--- src/rtl/core/ito_pkg.sv ---
package ito_pkg;

    localparam int MAX_FIELD_WIDTH = 64;
    localparam int DIGIT_SLOTS     = 11;
    localparam int CNT_W           = $clog2(DIGIT_SLOTS + 1);
    localparam int WID_W           = 7;
    localparam int RECIP_SHIFT     = 35;

    localparam logic [31:0] RECIP10 = 32'hCCCC_CCCD;

    localparam logic [1:0] KIND_HEX_LO = 2'd0;
    localparam logic [1:0] KIND_HEX_UP = 2'd1;
    localparam logic [1:0] KIND_DEC_U  = 2'd2;
    localparam logic [1:0] KIND_DEC_S  = 2'd3;

    localparam int FLAG_LEFT  = 0;
    localparam int FLAG_ZERO  = 1;
    localparam int FLAG_SPACE = 2;
    localparam int FLAG_PLUS  = 3;

    localparam logic [7:0] CH_ZERO  = 8'h30;
    localparam logic [7:0] CH_LO_A  = 8'h61;
    localparam logic [7:0] CH_UP_A  = 8'h41;
    localparam logic [7:0] CH_MINUS = 8'h2D;
    localparam logic [7:0] CH_PLUS  = 8'h2B;
    localparam logic [7:0] CH_SPACE = 8'h20;

    typedef struct packed {
        logic [1:0]  kind;
        logic [31:0] value;
        logic [3:0]  pad_flags;
        logic [6:0]  field_width;
    } t_in;

    typedef struct packed {
        logic [7:0] char_code;
        logic       last_char;
    } t_out;

    typedef enum logic [1:0] {
        JUST_RIGHT,
        JUST_LEFT,
        JUST_ZERO
    } t_just;

    typedef struct packed {
        logic             en;
        logic [CNT_W-1:0] idx;
        logic [7:0]       ch;
    } t_digit_wr;

    typedef struct packed {
        t_just            just;
        logic             has_sign;
        logic [7:0]       sign_ch;
        logic [WID_W-1:0] pad_count;
        logic [CNT_W-1:0] digit_count;
    } t_emit_cmd;

    function automatic logic [7:0] hex_char(input logic [3:0] nib, input logic upper);
        logic [7:0] base;
        base = upper ? CH_UP_A : CH_LO_A;
        if (nib >= 4'd10) begin
            hex_char = base + {4'd0, nib} - 8'd10;
        end else begin
            hex_char = CH_ZERO + {4'd0, nib};
        end
    endfunction

endpackage

--- src/rtl/core/ito_digit_unit.sv ---
module ito_digit_unit (
    input  logic                       i_clk,
    input  logic                       i_rst_n,
    input  logic                       i_start,
    input  logic [1:0]                 i_kind,
    input  logic [31:0]                i_mag,
    output ito_pkg::t_digit_wr         o_wr,
    output logic                       o_done,
    output logic [ito_pkg::CNT_W-1:0]  o_count
);
    import ito_pkg::*;

    typedef enum logic [1:0] {
        S_IDLE,
        S_HEX,
        S_MUL,
        S_REM
    } t_state;

    t_state             r_state;
    logic [31:0]        r_v;
    logic               r_upper;
    logic [CNT_W-1:0]   r_cnt;
    logic [63:0]        r_prod;

    logic [63-RECIP_SHIFT:0] quot;
    logic [31:0]             quot_ext;
    logic [31:0]             quot10;
    logic [31:0]             rem;

    // quotient by reciprocal multiply, remainder = v - 10 * q
    assign quot     = r_prod[63:RECIP_SHIFT];
    assign quot_ext = {{(32 - (64 - RECIP_SHIFT)){1'b0}}, quot};
    assign quot10   = (quot_ext << 3) + (quot_ext << 1);
    assign rem      = r_v - quot10;

    always_comb begin
        o_wr.en  = 1'b0;
        o_wr.idx = r_cnt;
        o_wr.ch  = CH_ZERO;
        o_done   = 1'b0;
        o_count  = r_cnt + 1'b1;
        case (r_state)
            S_HEX: begin
                o_wr.en = 1'b1;
                o_wr.ch = hex_char(r_v[3:0], r_upper);
                o_done  = (r_v[31:4] == 28'd0);
            end
            S_REM: begin
                o_wr.en = 1'b1;
                o_wr.ch = CH_ZERO + {4'd0, rem[3:0]};
                o_done  = (quot_ext == 32'd0);
            end
            default: begin
                o_wr.en = 1'b0;
            end
        endcase
    end

    always_ff @(posedge i_clk) begin
        if (!i_rst_n) begin
            r_state <= S_IDLE;
            r_cnt   <= '0;
        end else begin
            case (r_state)
                S_IDLE: begin
                    if (i_start) begin
                        r_v     <= i_mag;
                        r_upper <= (i_kind == KIND_HEX_UP);
                        r_cnt   <= '0;
                        if (i_kind == KIND_HEX_LO || i_kind == KIND_HEX_UP) begin
                            r_state <= S_HEX;
                        end else begin
                            r_state <= S_MUL;
                        end
                    end
                end
                S_HEX: begin
                    r_v   <= r_v >> 4;
                    r_cnt <= r_cnt + 1'b1;
                    if (o_done) begin
                        r_state <= S_IDLE;
                    end
                end
                S_MUL: begin
                    r_prod  <= {32'd0, r_v} * {32'd0, RECIP10};
                    r_state <= S_REM;
                end
                S_REM: begin
                    r_v   <= quot_ext;
                    r_cnt <= r_cnt + 1'b1;
                    if (o_done) begin
                        r_state <= S_IDLE;
                    end else begin
                        r_state <= S_MUL;
                    end
                end
                default: begin
                    r_state <= S_IDLE;
                end
            endcase
        end
    end

endmodule

--- src/rtl/core/ito_emitter.sv ---
module ito_emitter (
    input  logic                i_clk,
    input  logic                i_rst_n,
    input  ito_pkg::t_digit_wr  i_wr,
    input  logic                i_start,
    input  ito_pkg::t_emit_cmd  i_cmd,
    output logic                o_busy,
    output logic                o_valid,
    input  logic                i_ready,
    output ito_pkg::t_out       o_data
);
    import ito_pkg::*;

    typedef enum logic [1:0] {
        E_IDLE,
        E_SIGN,
        E_PAD,
        E_DIGIT
    } t_state;

    t_state             r_state;
    logic [7:0]         r_store [DIGIT_SLOTS];
    t_emit_cmd          r_cmd;
    logic [WID_W-1:0]   r_pad;
    logic [CNT_W-1:0]   r_di;
    logic [WID_W-1:0]   r_left;
    t_out               r_out;
    logic               r_out_valid;

    t_state             n_state;
    t_state             start_state;
    logic               can_emit;
    logic               last;
    logic [7:0]         cur_ch;
    logic [CNT_W-1:0]   rd_idx;

    assign can_emit = (r_state != E_IDLE) && (!r_out_valid || i_ready);
    assign last     = (r_left == WID_W'(1));
    assign rd_idx   = r_di - 1'b1;
    assign o_busy   = (r_state != E_IDLE) || r_out_valid;
    assign o_valid  = r_out_valid;
    assign o_data   = r_out;

    always_comb begin
        case (i_cmd.just)
            JUST_ZERO: begin
                if (i_cmd.has_sign) begin
                    start_state = E_SIGN;
                end else if (i_cmd.pad_count != '0) begin
                    start_state = E_PAD;
                end else begin
                    start_state = E_DIGIT;
                end
            end
            JUST_LEFT: begin
                start_state = i_cmd.has_sign ? E_SIGN : E_DIGIT;
            end
            default: begin
                if (i_cmd.pad_count != '0) begin
                    start_state = E_PAD;
                end else if (i_cmd.has_sign) begin
                    start_state = E_SIGN;
                end else begin
                    start_state = E_DIGIT;
                end
            end
        endcase
    end

    always_comb begin
        cur_ch  = CH_SPACE;
        n_state = r_state;
        case (r_state)
            E_SIGN: begin
                cur_ch = r_cmd.sign_ch;
                if (r_cmd.just == JUST_ZERO && r_pad != '0) begin
                    n_state = E_PAD;
                end else begin
                    n_state = E_DIGIT;
                end
            end
            E_PAD: begin
                cur_ch = (r_cmd.just == JUST_ZERO) ? CH_ZERO : CH_SPACE;
                if (r_pad == WID_W'(1)) begin
                    if (r_cmd.just == JUST_RIGHT && r_cmd.has_sign) begin
                        n_state = E_SIGN;
                    end else begin
                        n_state = E_DIGIT;
                    end
                end
            end
            E_DIGIT: begin
                cur_ch = r_store[rd_idx];
                if (r_di == CNT_W'(1)) begin
                    n_state = (r_cmd.just == JUST_LEFT) ? E_PAD : E_IDLE;
                end
            end
            default: begin
                n_state = E_IDLE;
            end
        endcase
        if (last) begin
            n_state = E_IDLE;
        end
    end

    always_ff @(posedge i_clk) begin
        if (i_wr.en) begin
            r_store[i_wr.idx] <= i_wr.ch;
        end
    end

    always_ff @(posedge i_clk) begin
        if (!i_rst_n) begin
            r_state     <= E_IDLE;
            r_out_valid <= 1'b0;
        end else begin
            if (can_emit) begin
                r_out_valid     <= 1'b1;
                r_out.char_code <= cur_ch;
                r_out.last_char <= last;
                r_state         <= n_state;
                r_left          <= r_left - 1'b1;
                if (r_state == E_PAD) begin
                    r_pad <= r_pad - 1'b1;
                end
                if (r_state == E_DIGIT) begin
                    r_di <= r_di - 1'b1;
                end
            end else if (r_out_valid && i_ready) begin
                r_out_valid <= 1'b0;
            end
            if (i_start) begin
                r_cmd   <= i_cmd;
                r_pad   <= i_cmd.pad_count;
                r_di    <= i_cmd.digit_count;
                r_left  <= i_cmd.pad_count + WID_W'(i_cmd.digit_count)
                           + WID_W'(i_cmd.has_sign);
                r_state <= start_state;
            end
        end
    end

endmodule

--- src/rtl/core/integer_to_ascii_formatter.sv ---
// channel   direction  signals                      payload
// input     in         i_valid / o_ready            i_data  (kind, value, pad_flags, field_width)
// output    out        o_valid / i_ready            o_data  (char_code, last_char)
//
// one item at a time: it is taken, then the shared digit unit writes the digits (each hex
// digit in one state, each decimal digit by a multiply state, then a remainder state); the
// emitter starts on the last digit, then one character per cycle while i_ready stays high;
// the last character leaves the output register before the block returns to idle.
// reset is synchronous and active low; no clearing pass is needed.
// a stall on the output holds the character register and the emitter; no transfer is lost.
module integer_to_ascii_formatter (
    input  logic           i_clk,
    input  logic           i_rst_n,
    input  logic           i_valid,
    output logic           o_ready,
    input  ito_pkg::t_in   i_data,
    output logic           o_valid,
    input  logic           i_ready,
    output ito_pkg::t_out  o_data
);
    import ito_pkg::*;

    typedef enum logic [1:0] {
        T_IDLE,
        T_CONV,
        T_EMIT
    } t_state;

    t_state             r_state;
    t_just              r_just;
    logic               r_has_sign;
    logic [7:0]         r_sign_ch;
    logic [WID_W-1:0]   r_width;

    logic               accept;
    logic               neg;
    logic [31:0]        mag;
    logic [7:0]         sign_ch;
    logic               has_sign;
    t_just              just;
    logic [WID_W-1:0]   width_sat;
    logic [WID_W-1:0]   len;

    t_digit_wr          du_wr;
    logic               du_done;
    logic [CNT_W-1:0]   du_count;
    logic               em_start;
    logic               em_busy;
    t_emit_cmd          em_cmd;

    assign o_ready = (r_state == T_IDLE);
    assign accept  = i_valid && o_ready;

    always_comb begin
        neg = (i_data.kind == KIND_DEC_S) && i_data.value[31];
        mag = neg ? (32'd0 - i_data.value) : i_data.value;
        if (neg) begin
            sign_ch = CH_MINUS;
        end else if (i_data.pad_flags[FLAG_PLUS]) begin
            sign_ch = CH_PLUS;
        end else begin
            sign_ch = CH_SPACE;
        end
        has_sign = neg || i_data.pad_flags[FLAG_PLUS] || i_data.pad_flags[FLAG_SPACE];
        if (i_data.pad_flags[FLAG_ZERO]) begin
            just = JUST_ZERO;
        end else if (i_data.pad_flags[FLAG_LEFT]) begin
            just = JUST_LEFT;
        end else begin
            just = JUST_RIGHT;
        end
        width_sat = (i_data.field_width > WID_W'(MAX_FIELD_WIDTH)) ?
                    WID_W'(MAX_FIELD_WIDTH) : i_data.field_width;
    end

    always_comb begin
        len                = WID_W'(du_count) + WID_W'(r_has_sign);
        em_cmd.just        = r_just;
        em_cmd.has_sign    = r_has_sign;
        em_cmd.sign_ch     = r_sign_ch;
        em_cmd.digit_count = du_count;
        em_cmd.pad_count   = (r_width > len) ? (r_width - len) : '0;
        em_start           = (r_state == T_CONV) && du_done;
    end

    ito_digit_unit u_digit_unit (
        .i_clk   (i_clk),
        .i_rst_n (i_rst_n),
        .i_start (accept),
        .i_kind  (i_data.kind),
        .i_mag   (mag),
        .o_wr    (du_wr),
        .o_done  (du_done),
        .o_count (du_count)
    );

    ito_emitter u_emitter (
        .i_clk   (i_clk),
        .i_rst_n (i_rst_n),
        .i_wr    (du_wr),
        .i_start (em_start),
        .i_cmd   (em_cmd),
        .o_busy  (em_busy),
        .o_valid (o_valid),
        .i_ready (i_ready),
        .o_data  (o_data)
    );

    always_ff @(posedge i_clk) begin
        if (!i_rst_n) begin
            r_state <= T_IDLE;
        end else begin
            case (r_state)
                T_IDLE: begin
                    if (accept) begin
                        r_just     <= just;
                        r_has_sign <= has_sign;
                        r_sign_ch  <= sign_ch;
                        r_width    <= width_sat;
                        r_state    <= T_CONV;
                    end
                end
                T_CONV: begin
                    if (du_done) begin
                        r_state <= T_EMIT;
                    end
                end
                T_EMIT: begin
                    if (!em_busy) begin
                        r_state <= T_IDLE;
                    end
                end
                default: begin
                    r_state <= T_IDLE;
                end
            endcase
        end
    end

endmodule

--- config.mk ---
export PLATFORM = sky130hd
export DESIGN_NAME = integer_to_ascii_formatter
export DESIGN_NICKNAME = d
export VERILOG_FILES = /design/src/rtl/core/ito_pkg.sv /design/src/rtl/core/ito_digit_unit.sv /design/src/rtl/core/ito_emitter.sv /design/src/rtl/core/integer_to_ascii_formatter.sv
export SDC_FILE = /design/constraint.sdc
export NUM_CORES = 1
export LEC_CHECK = 0
export BUFFER_PORTS_ARGS = -buffer_cell sky130_fd_sc_hd__buf_2
export CORE_MARGIN = 4
export CORE_UTILIZATION = 52
export CTS_CLUSTER_SIZE = 12
export DETAILED_ROUTE_END_ITERATION = 6
export PLACE_DENSITY = 0.79
export SYNTH_ARGS = -nofsm -noshare
export SYNTH_HDL_FRONTEND = slang
export SYNTH_SLANG_ARGS = --single-unit
--- constraint.sdc ---
create_clock -name i_clk -period 7.4 [get_ports i_clk]
set_clock_uncertainty 0.15 [all_clocks]
set_input_delay 1.11 -clock i_clk [delete_from_list [all_inputs] [get_ports i_clk]]
set_output_delay 1.11 -clock i_clk [all_outputs]
set_load 0.02 [all_outputs]
======== Word level (Yosys, flattened, before mapping) ========
Memory sizes are Yosys's and may differ from the RTL's.
Cells that the tools add are included.
word-level totals
  memories kept ........................... 1
  logic and storage cells ................. 156
  bits in writable memories ............... 88
  bits of input ports ..................... 49
  output and inout bits ................... 11
  bits in registers ....................... 164
operators by class
  equality and inequality tests ........... 24
  $lt $le $gt $ge ......................... 3
  multiplexer cells ....................... 50
  reduce and logical (&&, ||, !) cells .... 42
  multiply operators ...................... 1
  add/sub/neg operators ................... 15
memories
  name               words  bits a word  read ports  clocked after memory_dff  write ports  RTL line           text
  u_emitter.r_store  11     8            1           0                         1            ito_emitter.sv:22  logic [7:0] r_store [DIGIT_SLOTS];
operator list
  cell                                                                    number
  32-bit case mux with 3 select lines                                     1
  32-bit by 32-bit multiplier with 64-bit output (second input constant)  1
  32-bit 2-to-1 mux                                                       2
  7-bit 2-to-1 mux                                                        6
  2-bit 2-to-1 mux                                                        17
  32-bit zero test                                                        1
  1-bit by 32-bit subtractor with 32-bit output (first input constant)    1
  28-bit zero test                                                        1
  8-bit case mux with 3 select lines                                      1
  3-bit AND reduction                                                     7
  4-bit 2-to-1 mux                                                        5
  2-bit == test (second input constant)                                   8
  8-bit case mux with 2 select lines                                      1
  6-bit by 4-bit adder with 7-bit output (first input constant)           2
  7-bit by 1-bit == test with 1-bit output (second input constant)        2
  7-bit nonzero test                                                      2
  7-bit by 1-bit subtractor with 7-bit output (second input constant)     2
  2-bit by 1-bit == test with 1-bit output (second input constant)        6
  2-bit case mux with 3 select lines                                      2
  2-bit AND reduction                                                     6
  2-bit nonzero test                                                      6
  8-bit by 4-bit adder with 8-bit output                                  1
  2-bit zero test                                                         4
  1-bit 2-to-1 mux                                                        8
  other kinds (28)                                                        42

======== Depth between registers and ports, before layout ========
  word-level depth ........................ 9
  depth in mapped cells ................... 27
  mapped depth without buffers ............ 27

======== By module ========
From an unflattened synthesis, not the netlist that was laid out.
second synthesis, totals
  cells, all modules ...................... 2642
  area total of the unflattened synthesis .. 27854.2 um^2
modules (own cells, without submodules)
  module                      sequential area each (um^2)  instances  cells each  area each (um^2)
  ito_digit_unit              1981.9                       1          2056        20413.3
  ito_emitter                 3843.7                       1          387         5801.8
  integer_to_ascii_formatter  430.4                        1          199         1639.1

======== Worst setup path before layout ========
Ideal clock, no wire load.
  path type ............................... register to register
  from .................................... register u_digit_unit.r_v[20]
  to ...................................... register u_digit_unit.r_prod[58], data pin
  library setup time ...................... 264 ps
  clock period less this slack ............ 7163 ps
  setup slack ............................. 237 ps
  data arrival time ....................... 6749 ps
  stages on the path, launching flop included .. 27
  data required time ...................... 6986 ps
  buffers on the path ..................... 0
  cell sequence ........................... edfxtp_1 inv_1 ha_1 inv_1 fa_1 inv_1 fa_1 inv_1 fa_1 inv_1 fa_1 fa_1 fa_1 inv_1 fa_1 inv_1 ha_1 nand2_2 nor3_2 a21oi_1 or4_1 o22a_2 o21ai_4 a31oi_4 o31ai_4 a21boi_1 xnor2_1
between the ends
  word-level cells in the longest chain between the ends .. 1
RTL lines
  item                                            RTL line              text
  start: declaration                              ito_digit_unit.sv:21  logic [31:0] r_v;
  start signal: assignment                        ito_digit_unit.sv:68  r_v <= i_mag;
  start signal: assignment                        ito_digit_unit.sv:79  r_v <= r_v >> 4;
  start signal: assignment                        ito_digit_unit.sv:90  r_v <= quot_ext;
  32-bit by 32-bit multiplier with 64-bit output  ito_digit_unit.sv:86  r_prod <= {32'd0, r_v} * {32'd0, RECIP10};
  end signal: assignment                          ito_digit_unit.sv:86
  end: declaration                                ito_digit_unit.sv:24  logic [63:0] r_prod;
No other way between the ends.
A chain may end at the register's enable or synchronous reset.

======== Worst setup path after layout ========
  from .................................... register u_digit_unit.r_v[13]
  to ...................................... register u_digit_unit.r_prod[56], data pin
The elaborated chain is that of the path after synthesis.

==> results.yml <==
sta:
  fmax_mhz: 136
  rsz0062_at_grt: "yes"
  maxSlewHeadroom: 0.147
  setup_slack_ps: 24.6
  fin_crit_sh: 0.997
  layout_min_cycle_time_ps: 7380
  hold_viol_final: 0
  final-max-slew-violation-count: 0
  tightest_slew_ps: 1270
  setup_violations: 0
finish:
  seqCellArea_mm2: 0.00575
  design_area_mm2: 0.0309
  diodes: 0
  area_delta_synth_final_pct: 14.8
  fill_cells: 4101
  fin_cells: 3490
  drive_above_1_share: 0.159
  multi_input_area_mm2: 0.0193
  finalNetCount: 3626
clocking:
  htree_levels: 4
  cts_tree: "built"
  clock-sinks: 195
  cts_buffers: 17
  worst_skew_pair.late_latency_ps: 450
  ctsRootBufferMaster: "clkbuf_16"
  clockBufferDepth: 2
  clk_pin_slew_ps: 80
drt:
  vias: 19400
  drt-initial-drc-count: 1334
  drc: 0
  routedWlPerCell_um: 22.1
  postRouteAntennaNets: 0
  wl_mm: 77.0
  viasPerCell: 5.56
  first_pass_iters: 5
placement:
  gp_congestion: 1.03
  port_buffers: 58
  dp_cells: 3439
  place_hpwl_mm: 66.4
  post_dp_cell_area_mm2: 0.0294
  place_ws_ps: -182
synth:
  yosysMostFrequentCell: "inv_1"
  ys.flop_type: "edfxtp_1"
  synth_edf_count: 184
  ys_types: 75
  async_flop_share: 0
  yosys_warnings: 0
  yosysSeqAreaShare: 0.214
  synth_seq_cells: 195
  yosysTopAreaCell: "fa_1"
  synth.net_count: 3365
  synth_top_area_frac: 0.290
  synth_area_leaders: "fa_1 (29%), edfxtp_1 (21%), ha_1 (18%)"
  syn_area_per_cell_um2: 10.6
  synthTopCellsByCount: "inv_1 (594), ha_1 (390), fa_1 (389)"
  syn-instance-count: 2537
  synthesis.area_mm2: 0.0269
global_route:
  grt_pass1_wl_mm: 119
  grt_max_degree: 67
  first_global_vias: 20900
  grt_overflow: 0
  track_usage: 0.280
  grt_antenna_before_repair: 0
critical_path:
  crit_path_max_incr_delay_ps: 600
  reg2reg_depth: 25
  crit_start: "u_digit_unit.r_v[13]$_DFFE_PP_"
  cp.arrival_ps: 7400
  criticalPathCategory: "flop to flop"
  setup.worst_path.start_class: "flop"
  critPathMostFrequentCell: "fa_1"
  r2r_slack_ps: 20
  cp-end-kind: "flop"
  path_buf_inv: 6
  critPathRequiredTime_ps: 7430
  path_max_fanout: 5
  r2r-start: "u_digit_unit.r_v[13]$_DFFE_PP_"
  crit_family: "adder cells"
  critPathSlowestCell: "fa_2"
  r2r_end: "u_digit_unit.r_prod[56]$_DFFE_PP_"
  cp.depth: 25
run_status:
  status: "finished clean"
floorplanning:
  die_area_mm2: 0.0554
  core_mm2: 0.0512
  die_h_um: 235
  initial_utilization: 0.525
  die_x_um: 235
  ios: 60
  rows: 83
worst_hold_path:
  min_from: "r_sign_ch[1]$_SDFFCE_PP0P_"
  holdPathStages: 0
  worstHoldPathType: "flop to flop"
  whs_endpoint: "u_emitter.r_cmd[12]$_DFFE_PP_"
flow_run:
  drv_cap: 0
==> stage by stage <==
step           hold WS (ps)  TNS [ps]  utilization
2_1_floorplan           250         0            -
3_3_place_gp            259      -187        0.575
3_5_place_dp            262      -905        0.575
4_1_cts                 274         0        0.590
5_1_grt                 283      -850        0.603
6_report                272         0        0.603
==> placed cells by master, fill, tap and decap left out, types with 16 or more instances in the layout <==
| cell | instances |
|---|---|
| nand2b_1 | 17 |
| fa_1 | 385 |
| nand2_1 | 84 |
| ha_4 | 27 |
| inv_1 | 580 |
| ha_1 | 357 |
| nand4_1 | 16 |
| nor2_1 | 113 |
| a21oi_1 | 125 |
| edfxtp_1 | 184 |
| clkbuf_16 | 17 |
| nor2b_1 | 31 |
| xnor2_1 | 69 |
| buf_4 | 226 |
| nor3_1 | 24 |
| nand3_1 | 17 |
| xor2_1 | 69 |
| buf_2 | 58 |
| a21o_1 | 36 |
| o21ai_0 | 51 |
| mux2i_1 | 54 |
==> worst register-to-register path: cells and delay by family (launching register included) <==
| kind | cells | cell delay, ps |
|---|---|---|
| flops | 1 | 580 |
| buf+inv | 6 | 570 |
| compound gates | 6 | 820 |
| fa+ha+maj | 9 | 3990 |
| mux | 1 | 280 |
| simple gates | 3 | 720 |
==> registers in the layout (all words and copies together), names as in the netlist <==
name,flops
u_emitter.r_store,77
u_digit_unit.r_v,32
u_digit_unit.r_prod,29
u_emitter.o_data,8
r_width,7
u_emitter.r_left,7
u_emitter.r_pad,7
u_emitter.r_cmd,6
u_digit_unit.r_cnt,4
u_emitter.r_di,4
r_sign_ch,3
r_just,2
r_state,2
u_digit_unit.r_state,2
u_emitter.r_state,2
r_has_sign,1
u_digit_unit.r_upper,1
u_emitter.o_valid,1
==> area by class of cell <==
type | instances | area share
Multi-Input combinational cell | 1698 | 0.626
Timing Repair Buffer | 291 | 0.0672
Sequential cell | 195 | 0.186
Tap cell | 680 | 0.0276
Clock buffer | 17 | 0.0138
Clock inverter | 14 | 0.00673
Inverter | 595 | 0.0726
==> layer usage <==
| metal | track usage | part of all wire | vias to the layer above |
|---|---|---|---|
| met5 | 0 | 0 | - |
| met4 | 0.123 | 0.054 | 0 |
| met3 | 0.0319 | 0.051 | 181 |
| met2 | 0.485 | 0.50 | 673 |
| met1 | 0.356 | 0.39 | 9776 |
| li1 | - | - | 8761 |
==> how the worst max path moves through the flow <==
stage	slack, ps	to
2_1_floorplan	240	u_digit_unit.r_prod[58]$_DFFE_PP_
3_3_place_gp	-50	u_digit_unit.r_prod[63]$_DFFE_PP_
3_5_place_dp	-180	u_digit_unit.r_prod[59]$_DFFE_PP_
4_1_cts	5	u_digit_unit.r_prod[59]$_DFFE_PP_
5_1_grt	-130	u_digit_unit.r_prod[56]$_DFFE_PP_
6_report	20	u_digit_unit.r_prod[56]$_DFFE_PP_
==> cell families after synthesis <==
group | Yosys count | synth area share
adders and majority gates | 779 | 0.471
AOI/OAI and AO/OA | 322 | 0.0750
muxes | 70 | 0.0326
xor gates and xnor gates | 140 | 0.0456
buffers and inverters | 644 | 0.0902
other | 1 | 0.000140
DFF | 195 | 0.214
and+or+nand+nor | 386 | 0.0714
==> timing repair <==
action	CTS	global route
setup buffers	4	16
resized for setup	16	108
setup endpoints to repair	14	18
hold buffers	0	0
pin swaps	2	28
Power is not shown: default switching activity piles up to over one toggle a cycle in this logic, so the estimate is an artifact.
